`src/sv/lin_master_frame_engine_assert.svh`:
```
// ----------------------------------------------------------------------------
// LIN master frame engine assertion macros
// Shared concurrent assertion forms used by the frame engine RTL.
// ----------------------------------------------------------------------------
`ifndef LIN_MASTER_FRAME_ENGINE_ASSERT_SVH
`define LIN_MASTER_FRAME_ENGINE_ASSERT_SVH

`ifndef SYNTH

// Property that must hold at every clock edge outside reset.
`define LMFE_ASSERT_ALWAYS(label, clk, rst_n, expr) \
    label: assert property (@(posedge clk) disable iff (!rst_n) (expr)) \
        else $error("assertion failed: label");

// Same-cycle implication.
`define LMFE_ASSERT_IMPLY(label, clk, rst_n, ante, cons) \
    label: assert property (@(posedge clk) disable iff (!rst_n) (ante) |-> (cons)) \
        else $error("assertion failed: label");

// Next-cycle implication.
`define LMFE_ASSERT_NEXT(label, clk, rst_n, ante, cons) \
    label: assert property (@(posedge clk) disable iff (!rst_n) (ante) |=> (cons)) \
        else $error("assertion failed: label");

`else

`define LMFE_ASSERT_ALWAYS(label, clk, rst_n, expr)
`define LMFE_ASSERT_IMPLY(label, clk, rst_n, ante, cons)
`define LMFE_ASSERT_NEXT(label, clk, rst_n, ante, cons)

`endif

`endif

```
`src/sv/lmfe_pkg.sv`:
```
// ----------------------------------------------------------------------------
// LIN master frame engine package
// Action and result codes, item and result types, PID and checksum helpers.
// ----------------------------------------------------------------------------
package lmfe_pkg;

    // Action codes of an input item.
    localparam logic [2:0] ACT_START_SEND = 3'd0;
    localparam logic [2:0] ACT_START_READ = 3'd1;
    localparam logic [2:0] ACT_DATA_BYTE  = 3'd2;
    localparam logic [2:0] ACT_RECV_BYTE  = 3'd3;
    localparam logic [2:0] ACT_TICK       = 3'd4;

    // Kind codes of a result.
    localparam logic [1:0] KIND_BREAK     = 2'd0;
    localparam logic [1:0] KIND_TX_BYTE   = 2'd1;
    localparam logic [1:0] KIND_RX_BYTE   = 2'd2;
    localparam logic [1:0] KIND_READ_DONE = 2'd3;

    localparam logic [7:0]  SYNC_BYTE      = 8'h55;
    localparam logic [3:0]  MAX_DATA_BYTES = 4'd8;
    localparam logic [15:0] TIMEOUT_RESET  = 16'd100;
    localparam logic [15:0] TICK_MAX       = 16'hFFFF;
    localparam int          MAX_RESULTS    = 4;

    // One input item.
    typedef struct packed {
        logic [7:0] data_byte;
        logic [3:0] length;
        logic [5:0] frame_id;
        logic [2:0] action;
    } t_item;

    // One result item.
    typedef struct packed {
        logic [1:0] kind;
        logic [7:0] byte_value;
        logic       checksum_ok;
        logic       last;
    } t_result;

    // All results caused by one item, slot 0 first.
    typedef struct packed {
        t_result [MAX_RESULTS-1:0] res;
        logic [2:0]                count;
    } t_batch;

    // Protected identifier: ID with parity bits P0 in bit 6 and P1 in bit 7.
    function automatic logic [7:0] protect_id(input logic [5:0] id);
        logic p0;
        logic p1;
        p0 = id[0] ^ id[1] ^ id[2] ^ id[4];
        p1 = ~(id[1] ^ id[3] ^ id[4] ^ id[5]);
        return {p1, p0, id};
    endfunction

    // Enhanced checksum accumulate: a carry out of the byte wraps back in.
    function automatic logic [7:0] add_sum(input logic [7:0] sum, input logic [7:0] data);
        logic [8:0] s;
        s = {1'b0, sum} + {1'b0, data};
        return s[8] ? (s[7:0] + 8'd1) : s[7:0];
    endfunction

    function automatic t_result mk_result(input logic [1:0] kind, input logic [7:0] value,
                                          input logic ok, input logic last);
        t_result r;
        r.kind        = kind;
        r.byte_value  = value;
        r.checksum_ok = ok;
        r.last        = last;
        return r;
    endfunction

endpackage

```
`src/sv/lmfe_frame_ctrl.sv`:
```
// ----------------------------------------------------------------------------
// LIN master frame controller
// Holds the frame state and turns one registered item into its results.
// ----------------------------------------------------------------------------
module lmfe_frame_ctrl (
    input  logic           i_clk,
    input  logic           i_rst_n,
    input  logic           i_go,        // consume i_item this cycle
    input  lmfe_pkg::t_item  i_item,
    input  logic           i_cfg_we,
    input  logic [15:0]    i_cfg_wdata,
    output lmfe_pkg::t_batch o_batch
);
    import lmfe_pkg::*;

    typedef enum logic [1:0] {MODE_IDLE, MODE_SEND, MODE_READ} t_mode;

    t_mode       r_mode,     n_mode;
    logic [7:0]  r_pid,      n_pid;
    logic [7:0]  r_sum,      n_sum;
    logic [3:0]  r_count,    n_count;
    logic [3:0]  r_len,      n_len;
    logic [15:0] r_tick,     n_tick;
    logic [15:0] r_timeout;

    logic [3:0]  len_clamped;
    logic [7:0]  pid;
    logic [7:0]  sum_next;
    logic [3:0]  count_inc;
    logic [15:0] tick_inc;
    logic        send_empty;

    // Shared pieces of the next-state logic.
    always_comb begin
        len_clamped = (i_item.length > MAX_DATA_BYTES) ? MAX_DATA_BYTES : i_item.length;
        pid         = protect_id(i_item.frame_id);
        sum_next    = add_sum(r_sum, i_item.data_byte);
        count_inc   = r_count + 4'd1;
        tick_inc    = (r_tick != TICK_MAX) ? (r_tick + 16'd1) : r_tick;
        send_empty  = (i_item.action == ACT_START_SEND) && (len_clamped == 4'd0);
    end

    // Results and next state for the current item.
    always_comb begin
        n_mode  = r_mode;
        n_pid   = r_pid;
        n_sum   = r_sum;
        n_count = r_count;
        n_len   = r_len;
        n_tick  = r_tick;
        o_batch = '0;
        unique case (i_item.action)
            ACT_START_SEND, ACT_START_READ: begin
                n_pid   = pid;
                n_sum   = pid;
                n_count = 4'd0;
                n_len   = len_clamped;
                n_tick  = 16'd0;
                o_batch.res[0] = mk_result(KIND_BREAK, 8'd0, 1'b0, 1'b0);
                o_batch.res[1] = mk_result(KIND_TX_BYTE, SYNC_BYTE, 1'b0, 1'b0);
                o_batch.res[2] = mk_result(KIND_TX_BYTE, pid, 1'b0, !send_empty);
                if (i_item.action == ACT_START_READ) begin
                    n_mode        = MODE_READ;
                    o_batch.count = 3'd3;
                end else if (send_empty) begin
                    // Checksum of an empty frame is the inverted PID.
                    n_mode         = MODE_IDLE;
                    o_batch.res[3] = mk_result(KIND_TX_BYTE, ~pid, 1'b0, 1'b1);
                    o_batch.count  = 3'd4;
                end else begin
                    n_mode        = MODE_SEND;
                    o_batch.count = 3'd3;
                end
            end
            ACT_DATA_BYTE: begin
                if (r_mode == MODE_SEND) begin
                    n_sum   = sum_next;
                    n_count = count_inc;
                    if (count_inc >= r_len) begin
                        n_mode         = MODE_IDLE;
                        o_batch.res[0] = mk_result(KIND_TX_BYTE, i_item.data_byte, 1'b0, 1'b0);
                        o_batch.res[1] = mk_result(KIND_TX_BYTE, ~sum_next, 1'b0, 1'b1);
                        o_batch.count  = 3'd2;
                    end else begin
                        o_batch.res[0] = mk_result(KIND_TX_BYTE, i_item.data_byte, 1'b0, 1'b1);
                        o_batch.count  = 3'd1;
                    end
                end
            end
            ACT_RECV_BYTE: begin
                if (r_mode == MODE_READ) begin
                    if (r_count < r_len) begin
                        n_sum          = sum_next;
                        n_count        = count_inc;
                        o_batch.res[0] = mk_result(KIND_RX_BYTE, i_item.data_byte, 1'b0, 1'b1);
                        o_batch.count  = 3'd1;
                    end else begin
                        // This byte is the checksum.
                        n_mode         = MODE_IDLE;
                        o_batch.res[0] = mk_result(KIND_READ_DONE, 8'd0,
                                                   i_item.data_byte == ~r_sum, 1'b1);
                        o_batch.count  = 3'd1;
                    end
                end
            end
            ACT_TICK: begin
                if (r_mode == MODE_READ) begin
                    n_tick = tick_inc;
                    if (tick_inc >= r_timeout) begin
                        n_mode         = MODE_IDLE;
                        o_batch.res[0] = mk_result(KIND_READ_DONE, 8'd0, 1'b0, 1'b1);
                        o_batch.count  = 3'd1;
                    end
                end
            end
            default: begin
                // Undefined action codes are dropped.
            end
        endcase
    end

    // Frame state and the timeout register.
    always_ff @(posedge i_clk) begin
        if (!i_rst_n) begin
            r_mode    <= MODE_IDLE;
            r_pid     <= 8'd0;
            r_sum     <= 8'd0;
            r_count   <= 4'd0;
            r_len     <= 4'd0;
            r_tick    <= 16'd0;
            r_timeout <= TIMEOUT_RESET;
        end else begin
            if (i_go) begin
                r_mode  <= n_mode;
                r_pid   <= n_pid;
                r_sum   <= n_sum;
                r_count <= n_count;
                r_len   <= n_len;
                r_tick  <= n_tick;
            end
            if (i_cfg_we) begin
                r_timeout <= i_cfg_wdata;
            end
        end
    end

endmodule

```
`src/sv/lin_master_frame_engine.sv`:
```
// ----------------------------------------------------------------------------
// LIN master frame engine
// Header, data and enhanced checksum sequencing for a LIN master.
// ----------------------------------------------------------------------------
// An item is registered on input, decoded combinationally, and its results
// (none to four) are loaded into a four-entry result buffer that feeds the
// master stream one transfer per cycle while m_axis_tready is high. The single
// output stream sets the rate. The next item is decoded in the cycle the
// buffer hands over its last result, so items follow without gaps.
// timeout_ticks is written through i_cfg_we / i_cfg_wdata (reset 100).
`include "lin_master_frame_engine_assert.svh"

module lin_master_frame_engine (
    input  logic        i_clk,
    input  logic        i_rst_n,
    input  logic        i_cfg_we,
    input  logic [15:0] i_cfg_wdata,      // timeout_ticks
    input  logic        s_axis_tvalid,
    output logic        s_axis_tready,
    input  logic [23:0] s_axis_tdata,     // action[2:0], frame_id[8:3], length[12:9],
                                          // data_byte[20:13], zero fill
    output logic        m_axis_tvalid,
    input  logic        m_axis_tready,
    output logic [15:0] m_axis_tdata,     // byte_value[7:0], checksum_ok[8], zero fill
    output logic [1:0]  m_axis_tuser,     // kind[1:0]
    output logic        m_axis_tlast
);
    import lmfe_pkg::*;

    logic                        r_in_vld;
    t_item                       r_in;
    t_result [MAX_RESULTS-1:0]   r_res;
    logic [2:0]                  r_cnt;
    t_batch                      batch;
    logic                        pop;
    logic                        go;

    // Output transfer and hand-over of the decoded item to the buffer.
    assign pop           = m_axis_tvalid && m_axis_tready;
    assign go            = r_in_vld && ((r_cnt == 3'd0) || ((r_cnt == 3'd1) && pop));
    assign s_axis_tready = !r_in_vld || go;

    lmfe_frame_ctrl u_ctrl (
        .i_clk       (i_clk),
        .i_rst_n     (i_rst_n),
        .i_go        (go),
        .i_item      (r_in),
        .i_cfg_we    (i_cfg_we),
        .i_cfg_wdata (i_cfg_wdata),
        .o_batch     (batch)
    );

    // Input register.
    always_ff @(posedge i_clk) begin
        if (!i_rst_n) begin
            r_in_vld <= 1'b0;
        end else if (s_axis_tready) begin
            r_in_vld <= s_axis_tvalid;
        end
    end

    always_ff @(posedge i_clk) begin
        if (s_axis_tready && s_axis_tvalid) begin
            r_in <= t_item'(s_axis_tdata[20:0]);
        end
    end

    // Result buffer: entry 0 is on the bus, a transfer shifts the rest down.
    always_ff @(posedge i_clk) begin
        if (!i_rst_n) begin
            r_cnt <= 3'd0;
        end else if (go) begin
            r_cnt <= batch.count;
        end else if (pop) begin
            r_cnt <= r_cnt - 3'd1;
        end
    end

    always_ff @(posedge i_clk) begin
        if (go) begin
            r_res <= batch.res;
        end else if (pop) begin
            for (int i = 0; i < MAX_RESULTS - 1; i++) begin
                r_res[i] <= r_res[i+1];
            end
        end
    end

    // Master stream outputs.
    assign m_axis_tvalid = (r_cnt != 3'd0);
    assign m_axis_tdata  = {7'd0, r_res[0].checksum_ok, r_res[0].byte_value};
    assign m_axis_tuser  = r_res[0].kind;
    assign m_axis_tlast  = r_res[0].last;

    // Checks on the buffer bookkeeping.
    `LMFE_ASSERT_ALWAYS(a_cnt_range, i_clk, i_rst_n, r_cnt <= 3'd4)
    `LMFE_ASSERT_IMPLY(a_last_on_final, i_clk, i_rst_n, r_cnt == 3'd1, m_axis_tlast)
    `LMFE_ASSERT_IMPLY(a_no_early_last, i_clk, i_rst_n, r_cnt > 3'd1, !m_axis_tlast)
    `LMFE_ASSERT_NEXT(a_stall_holds, i_clk, i_rst_n, r_in_vld && !go, r_in_vld && $stable(r_in))

endmodule

```
`config.mk`:
```
export PLATFORM = sky130hd
export DESIGN_NAME = lin_master_frame_engine
export DESIGN_NICKNAME = d
export VERILOG_FILES = /design/src/sv/lmfe_pkg.sv /design/src/sv/lmfe_frame_ctrl.sv /design/src/sv/lin_master_frame_engine.sv
export VERILOG_INCLUDE_DIRS = /design/src /design/src/sv
export SDC_FILE = /design/constraint.sdc
export NUM_CORES = 1
export LEC_CHECK = 0
export BUFFER_PORTS_ARGS = -buffer_cell sky130_fd_sc_hd__buf_4
export CAP_MARGIN = 20
export CORE_MARGIN = 3
export CORE_UTILIZATION = 50
export CTS_CLUSTER_DIAMETER = 60
export DETAILED_ROUTE_END_ITERATION = 16
export PLACE_DENSITY = 0.69
export SYNTH_ARGS = -nofsm -noshare
export SYNTH_HDL_FRONTEND = slang
export SYNTH_HIERARCHICAL = 1
export SYNTH_SLANG_ARGS = --single-unit
```
`constraint.sdc`:
```
create_clock -name i_clk -period 3.49 [get_ports i_clk]
set_input_delay 0.1745 -clock i_clk [delete_from_list [all_inputs] [get_ports i_clk]]
set_output_delay 0.1745 -clock i_clk [all_outputs]
set_load 0.005 [all_outputs]
```
### Word-level counts from Yosys, hierarchy flattened

Cells that the tools add are included.
Widths: inputs -> output; s select.

* add/subtract/negate cells: 5
* bitwise gates (word level): 12
* order comparisons: 4
* div/mod/pow operators: 0
* shift-type cells: 0
* eq/ne operators: 16
* $mul: 0
* reduce and logical (&&, ||, !) cells: 24
* mux-type cells: 39

Operators by type and width (number)
* $mux 36: 2
* $pmux 15 s4: 1
* $mux 15: 3
* $mux 11: 3
* $mux 16: 2
* $mux 8: 4
* $pmux 16 s2: 1
* $mux 26: 1
* $not 8->8: 3
* $pmux 8 s3: 1
* $pmux 11 s2: 1
* $mux 4: 5
* $add 16x1->16 const B: 1
* $ge 16x16->1: 1
* $ne 16x16->1 const B: 1
* $mux 14: 1
* $mux 2: 7
* $mux 3: 4
* $ne 2x1->1 const B: 6
* $pmux 4 s3: 1
* $add 8x8->9: 1
* $add 8x1->8 const B: 1
* $eq 8x8->1: 1
* $pmux 2 s4: 1
* other kinds (28): 47

* bits in latches: 0
* word-level logic and storage cells: 128
* memories: 0
* bits in read-only memories: 0
* flip-flop bits (word level): 123
* bits in writable memories: 0
* input bits: 45

### Longest topological paths before layout

Gate-level depths: netlist of run 1.

* depth after elaboration: 8
* mapped depth: 15

### Modules after synthesis

Netlist of run 1, hierarchy kept.

Modules (own cells, without submodules)
* lmfe_frame_ctrl: instances 1, cells an instance 528, area an instance 4090.2 µm²
* lin_master_frame_engine: instances 1, cells an instance 161, area an instance 3001.6 µm²

### Worst setup path before layout of run 1

OpenSTA, ideal clock, no wires.

* path type: reg-to-reg
* start: register u_ctrl.r_tick[3]
* end: register r_cnt[0]
* buffers on the path: 2
* arrival time: 3.313 ns
* data required time: 3.368 ns
* path slack: 0.055 ns
* cell stages (with the launch flop): 16
* clock period less this slack: 3.435 ns
* cells stage by stage: dfxtp_1 buf_2 and4_1 nand3_2 or4_1 clkbuf_1 mux2_1 ha_1 nand2_1 o21ai_0 a31oi_1 o211ai_1 a21oi_1 o211ai_1 or3_2 o311a_1

RTL lines
* start: declaration: RTL line lmfe_frame_ctrl.sv:23 `logic [15:0] r_tick, n_tick;`
* start signal: assignment: RTL line lmfe_frame_ctrl.sv:139 `r_tick <= n_tick;`
* end signal: assignment: RTL line lin_master_frame_engine.sv:73 `r_cnt <= batch.count;`
* end signal: assignment: RTL line lin_master_frame_engine.sv:75 `r_cnt <= r_cnt - 3'd1;`
* end: declaration: RTL line lin_master_frame_engine.sv:33 `logic [2:0] r_cnt;`

==> results of run 1 <==
## worst max-delay path: stages, from the launching register on
cell	delay, ps
dfxtp_2	340
and4_4	270
nand3_4	110
or4_4	570
xnor2_1	250
ha_1	280
nor2b_1	110
o21ai_1	80
a31oi_1	180
o211ai_1	190
buf_4	170
buf_4	120
nand2_1	50
nand3_1	130
mux2_2	310
## repair_timing
| action | 4_1_cts | 5_1_grt |
|---|---|---|
| gates cloned | 0 | 0 |
| endpoints found under the hold margin | 32 | 0 |
| gates resized for setup | 9 | 27 |
| endpoints found under the setup margin | 3 | 6 |
| hold buffers | 32 | 0 |
| pin swaps | 6 | 12 |
| buffers inserted | 2 | 2 |
## synth_stat cells, types with 10 or more instances
cell	instances	area, sq um
ha_1	38	475.5
nand2b_1	11	68.82
buf_2	10	50.05
mux2_2	30	337.8
o21ai_0	34	170.2
and2_1	20	125.1
xnor2_1	18	157.7
clkbuf_1	16	60.06
a21oi_1	37	185.2
edfxtp_1	69	2072
nand3_1	17	85.08
nand2_1	46	172.7
dfxtp_1	54	1081
inv_1	37	138.9
nor2_1	48	180.2
mux2i_1	14	140.1
a31oi_1	10	62.56
buf_4	25	187.7
## area by class of cell
class,count,area [sq um],area share
timing repair buffer,127,1033,0.1180
sequential,123,3161,0.3608
clock inverter,10,148.9,0.01700
inverter,37,138.9,0.01585
tap,176,220.2,0.02514
multi-input combinational,484,3603,0.4114
clock buffer,22,454.2,0.05185
## flip-flops by register name, summed over array words and instances (netlist names)
signal / cells
u_ctrl/r_tick: 16
r_in_vld: 1
u_ctrl/r_mode: 2
m_axis_tuser: 2
m_axis_tlast: 1
u_ctrl/r_timeout: 16
u_ctrl/r_count: 4
u_ctrl/r_len: 4
r_cnt: 3
r_in: 21
u_ctrl/r_sum: 8
m_axis_tdata: 9
r_res: 36
## how the worst max path moves through the flow
stage	cells after the start	slack, ps	to	start
3_5_place_dp	14	-160	r_cnt[0]	u_ctrl/r_tick[1]
5_1_grt	17	-60	m_axis_tuser[0]	u_ctrl/r_tick[0]
2_1_floorplan	15	50	r_cnt[0]	u_ctrl/r_tick[3]
4_1_cts	14	10	r_cnt[0]	u_ctrl/r_tick[6]
3_3_place_gp	13	-6	r_cnt[0]	u_ctrl/r_tick[0]
6_report	14	70	m_axis_tuser[0]	u_ctrl/r_tick[6]
## metal layers
metal / vias to the layer above / wire, microns / part of all wire
li1: 2656 / - / -
met1: 2649 / 7297 / 0.45
met2: 200 / 7683 / 0.47
met3: 20 / 1036 / 0.064
met4: 0 / 184 / 0.011
met5: - / 0 / 0
## through the flow
stage / util / hold WS (ps) / worst slack, ps
final: 0.6461 / 14.15 / 73.86
after global routing: 0.6461 / 5.983 / -62.17
after CTS: 0.6380 / 0.7632 / 13.39
after detailed placement: 0.5661 / 354.0 / -155.8
after global placement: 0.5661 / 353.2 / -5.760
after floorplan: - / 273.4 / 54.93
## cell families after synthesis
| kind of cell | Yosys count | share of synthesized area |
|---|---|---|
| AND/OR/NAND/NOR | 204 | 0.1549 |
| buffers and inverters | 93 | 0.07057 |
| AO/OA/AOI/OAI | 148 | 0.1387 |
| XOR/XNOR | 27 | 0.03440 |
| adder cells (fa/ha/maj) | 39 | 0.06987 |
| flip-flops | 123 | 0.4446 |
| other | 2 | 0.001059 |
| multiplexers | 53 | 0.08592 |
## power breakdown
part | switching, mW | total [mW] | leakage (nW) | internal (mW)
Combinational | 0.696 | 1.33 | 2.15 | 0.635
Sequential | 0.139 | 2.16 | 1.11 | 2.02
Clock | 0.601 | 1.80 | 0.299 | 1.20
Total | 1.44 | 5.30 | 3.55 | 3.86
==> flow_summary.yaml, run 1 <==
run_status:
  status: "finished, final reports clean"
synth:
  yosysSeqAreaShare: 0.4446
  synthFlopType: "edfxtp_1"
  async_flop_share: 0
  synth_edf_count: 69
  netlist_area_sq_um: 7092
  yosysWarningCount: 6
  netlist_instances: 689
  syn_area_per_cell_sq_um: 10.29
  synthDistinctLibCells: 78
  ys_ff_latch: 123
clocking:
  numClockSinks: 123
  numCtsBuffers: 17
  cts_tree: "done"
  clk_latency_ps: 410
  clock_path_buffers: 2
  htree_levels: 4
  root_buffer: "clkbuf_16"
  path_clk_slew_ps: 50
timing:
  timing.final.crit_period_ps: 3416
  fin_skew_ps: 10.96
  slew_headroom: 0.2959
  tightest_slew_ps: 1051
  fmax_mhz: 292.7
  hold_violations: 0
  period_share: 0.9788
  tns_ps: 0
  report.final.slew_viol_count: 0
  finalSetupViolations: 0
grt:
  grtUsageMet3: 0.04392
  track_usage: 0.2056
  overflow: 0
  grt_pass1_vias: 5225
  grt_first_pass_wirelength_microns: 25840
  globalRouteMet1Util: 0.2839
  antenna_found_initial: 0
  grt_util_met2: 0.3281
  grt_max_degree: 44
  grt_busiest_layer: "met2"
critical_path:
  regToRegEndpoint: "m_axis_tuser[0]"
  start_kind: "flop"
  rr_worst_depth: 14
  worstPathRequired_ps: 3650
  cp-end-kind: "flop"
  crit_type: "reg2reg"
  reg2reg_setup_slack_ps: 70
  critPathMaxFanout: 5
  r2r-start: "u_ctrl/r_tick[6]"
  crit_arrival_ps: 3570
cells_and_area:
  layout_commonest_cell: "buf_4"
  final_nets: 874
  diodes: 0
  final_cell_area_sq_um: 8760
  stdcell_count: 979
  drive_above_1_share: 0.2615
  area_delta_synth_final_pct: 23.52
  most-common-layout-cells: "buf_4, edfxtp_1, dfxtp_1, nor2_1, nand2_1"
  nFillCells: 1037
drt:
  drc: 0
  wl_per_cell_microns: 16.55
  vias_per_cell: 5.644
  routed_wl_microns: 16200
  vias: 5525
  ant_nets: 0
  firstDrtPassIters: 5
  drt-initial-drc-count: 440
worst_hold_path:
  holdPathEnd: "u_ctrl/r_timeout[8]"
  hold_depth: 3
  min_path_type: "in2reg"
  hold_start: "i_cfg_wdata[8]"
floorplan:
  initial_core_util: 0.5231
  ios: 66
  core_sq_um: 13560
  die_w_microns: 125.1
  die_area_sq_um: 15650
  chipHeight_microns: 125.1
  fp-row-count: 42
pwr:
  power_mw: 5.297
  powerDensity_nw_per_um2: 604.7
  p_leak_nw: 3.554
  vdd_drop_max_uv: 432.2
flow_run:
  maxCapViolCount: 0
placement:
  place_area_sq_um: 7675
  portBuffers: 55
  gp_congestion: 0.9311
  dpl.cell_count: 911
  dp_hpwl_microns: 11420
No activity file was read; power rests on OpenSTA's default activity.
==> inputs of run 2 (changes only) <==
Settings changed: CELL_PAD_IN_SITES_DETAIL_PLACEMENT set to 0, CELL_PAD_IN_SITES_GLOBAL_PLACEMENT set to 1, CORE_UTILIZATION 50 to 43, PLACE_DENSITY 0.69 to 0.74.
==> run 2 against run 1 <==
Against the previous run:
- highest routed layer unchanged
- largest power group unchanged
- final area is 1.7% higher
- critical endpoint is now r_res[20]
- worst hold slack better by 15 ps
- clock power is 7% higher
- critical path depth is 5 lower
- sequential cell count stayed put
- count of clock-buffer cells in the layout is 4 lower
- setup slack better by 41 ps
==> flow_summary.yaml, run 2 (synthesis gave the netlist of run 1 again) <==
pwr:
  powerDensity_nw_per_um2: 611.5
  p_leak_nw: 3.609
  vdd_drop_max_uv: 372.8
critical_path:
  crit_arrival_ps: 3540
  slowest_delay_ps: 520
  crit_buf_inv: 0
  crit_type: "reg2reg"
  crit_path_start: "r_in[13]"
  critPathMaxFanout: 5
  cp.depth: 9
  r2r-start: "r_in[13]"
  worstPathRequired_ps: 3650
  crit_chain: "ha_1 > fa_1 > a211oi_4 > nor2_1 > nor4b_2 > or4b_4 > xnor2_2 > o21ai_0 > mux2_2"
  reg2reg_setup_slack_ps: 120
  start_kind: "flop"
  cpMaxStageDelayCell: "or4b_4"
  cpLargestDelayFamily: "simple AND/OR/NAND/NOR gates"
  regToRegEndpoint: "r_res[20]"
  endpoint: "r_res[20]"
  rr_worst_depth: 9
  cp-end-kind: "flop"
cells_and_area:
  most-common-layout-cells: "buf_4, edfxtp_1, dfxtp_1, nor2_1, nand2_1"
  final_nets: 882
  layout_commonest_cell: "buf_4"
  largest_reg_flops: 36
  top_regs: "r_res: 36 flops, r_in: 21 flops"
  drive_above_1_share: 0.2651
  diodes: 0
  largest_register: "r_res"
  area_delta_synth_final_pct: 25.64
  post-route-util: 0.5569
floorplan:
  fp-row-count: 46
  initial_core_util: 0.4432
  die_w_microns: 134.4
  core_sq_um: 16000
  ios: 66
  chipHeight_microns: 134.4
  die_area_sq_um: 18070
timing:
  report.final.slew_viol_count: 0
  final.setup.worst_slack_ps: 115.2
  slew_headroom: 0.3159
  finalSetupViolations: 0
  timing.final.crit_period_ps: 3375
  period_share: 0.9670
  fin_skew_ps: 12.10
  fmax_mhz: 296.3
  tightest_slew_ps: 1021
  hold_violations: 0
  rsz0062_at_grt: "false"
placement:
  portBuffers: 55
  dp_hpwl_microns: 11680
  dp_worst_setup_slack_ps: -100.8
  gp_congestion: 0.8536
worst_hold_path:
  min_path_type: "in2reg"
  hold_start: "s_axis_tvalid"
drt:
  vias: 5365
  firstDrtPassIters: 5
  ant_nets: 0
  drc: 0
  routed_wl_microns: 16250
  drt-initial-drc-count: 350
  vias_per_cell: 5.224
  wl_per_cell_microns: 15.82
grt:
  overflow: 0
  track_usage: 0.1835
  grt_first_pass_wirelength_microns: 26240
  grt_max_degree: 50
  grt_pass1_vias: 5289
  antenna_found_initial: 0
flow_run:
  maxCapViolCount: 0
clocking:
  numClockSinks: 123
  root_buffer: "clkbuf_16"
  numCtsBuffers: 17
  clk_latency_ps: 420
  clock_path_buffers: 2
  htree_levels: 4
  cts_tree: "done"
  path_clk_slew_ps: 60
run_status:
  status: "finished, final reports clean"
## run 2: cell types whose count changed in the layout (fill, tap and decap cells not counted), moves of 3 or more
cell and delta:
dlygate4sd3_1 +5, buf_4 +3, clkbuf_1 -3, clkinv_4 +3, clkinv_2 -3
## run 2: metrics by stage
stage,power (mW),setup TNS [ps],std cells,hold WS (ps),instance area (sq um)
after global placement,3.461,-39.81,958,352.8,7777
after detailed placement,3.508,-100.9,958,354.0,7777
after global routing,5.718,0,1027,17.67,8910
after floorplan,3.201,0,700,273.4,7133
after CTS,5.486,0,1027,11.12,8812
final,5.449,0,1027,29.08,8910
## run 2: cell type report
| type | instances | area (sq um) |
|---|---|---|
| sequential | 123 | 3161 |
| tap | 216 | 270.3 |
| multi-input combinational | 484 | 3586 |
| clock buffer | 18 | 429.2 |
| fill | 1403 | 7091 |
| clock inverter | 14 | 219.0 |
| inverter | 37 | 138.9 |
| timing repair buffer | 135 | 1106 |
## run 2: what timing repair did
action                                 CTS  global route
buffers inserted                         0             0
setup endpoints to repair                2             3
hold buffers                            37             0
endpoints found under the hold margin   37             0
gates resized for setup                  5            28
pin swaps                                4            17
## run 2: per-layer routing
layer  part of all wire  up-vias  routed length [microns]  track usage
li1                   -     2691                        -            -
met1               0.50     2516                     8176       0.2635
met3              0.042       17                      684      0.04164
met4              0.014        0                      235      0.06052
met5                  0        -                        0            0
met2               0.44      141                     7156       0.2746
## run 2: worst min-delay path: stages
cell and delay, ps:
buf_4 110, inv_1 40, a21boi_0 60
## run 2: how the worst min path moves through the flow
stage | endpoint | slack, ps | cells after the start
finish | r_in_vld | 30 | 3
global route | r_in_vld | 20 | 3
CTS | r_in_vld | 10 | 3
detailed placement | r_in[3] | 350 | 1
global placement | r_in[12] | 350 | 1
floorplan | r_in[0] | 270 | 0
## run 2: power breakdown
| group | switching (mW) | total (mW) | leakage, nW | internal [mW] |
|---|---|---|---|---|
| clock | 0.660 | 1.93 | 0.311 | 1.27 |
| sequential | 0.135 | 2.16 | 1.11 | 2.02 |
| combinational | 0.716 | 1.36 | 2.19 | 0.644 |
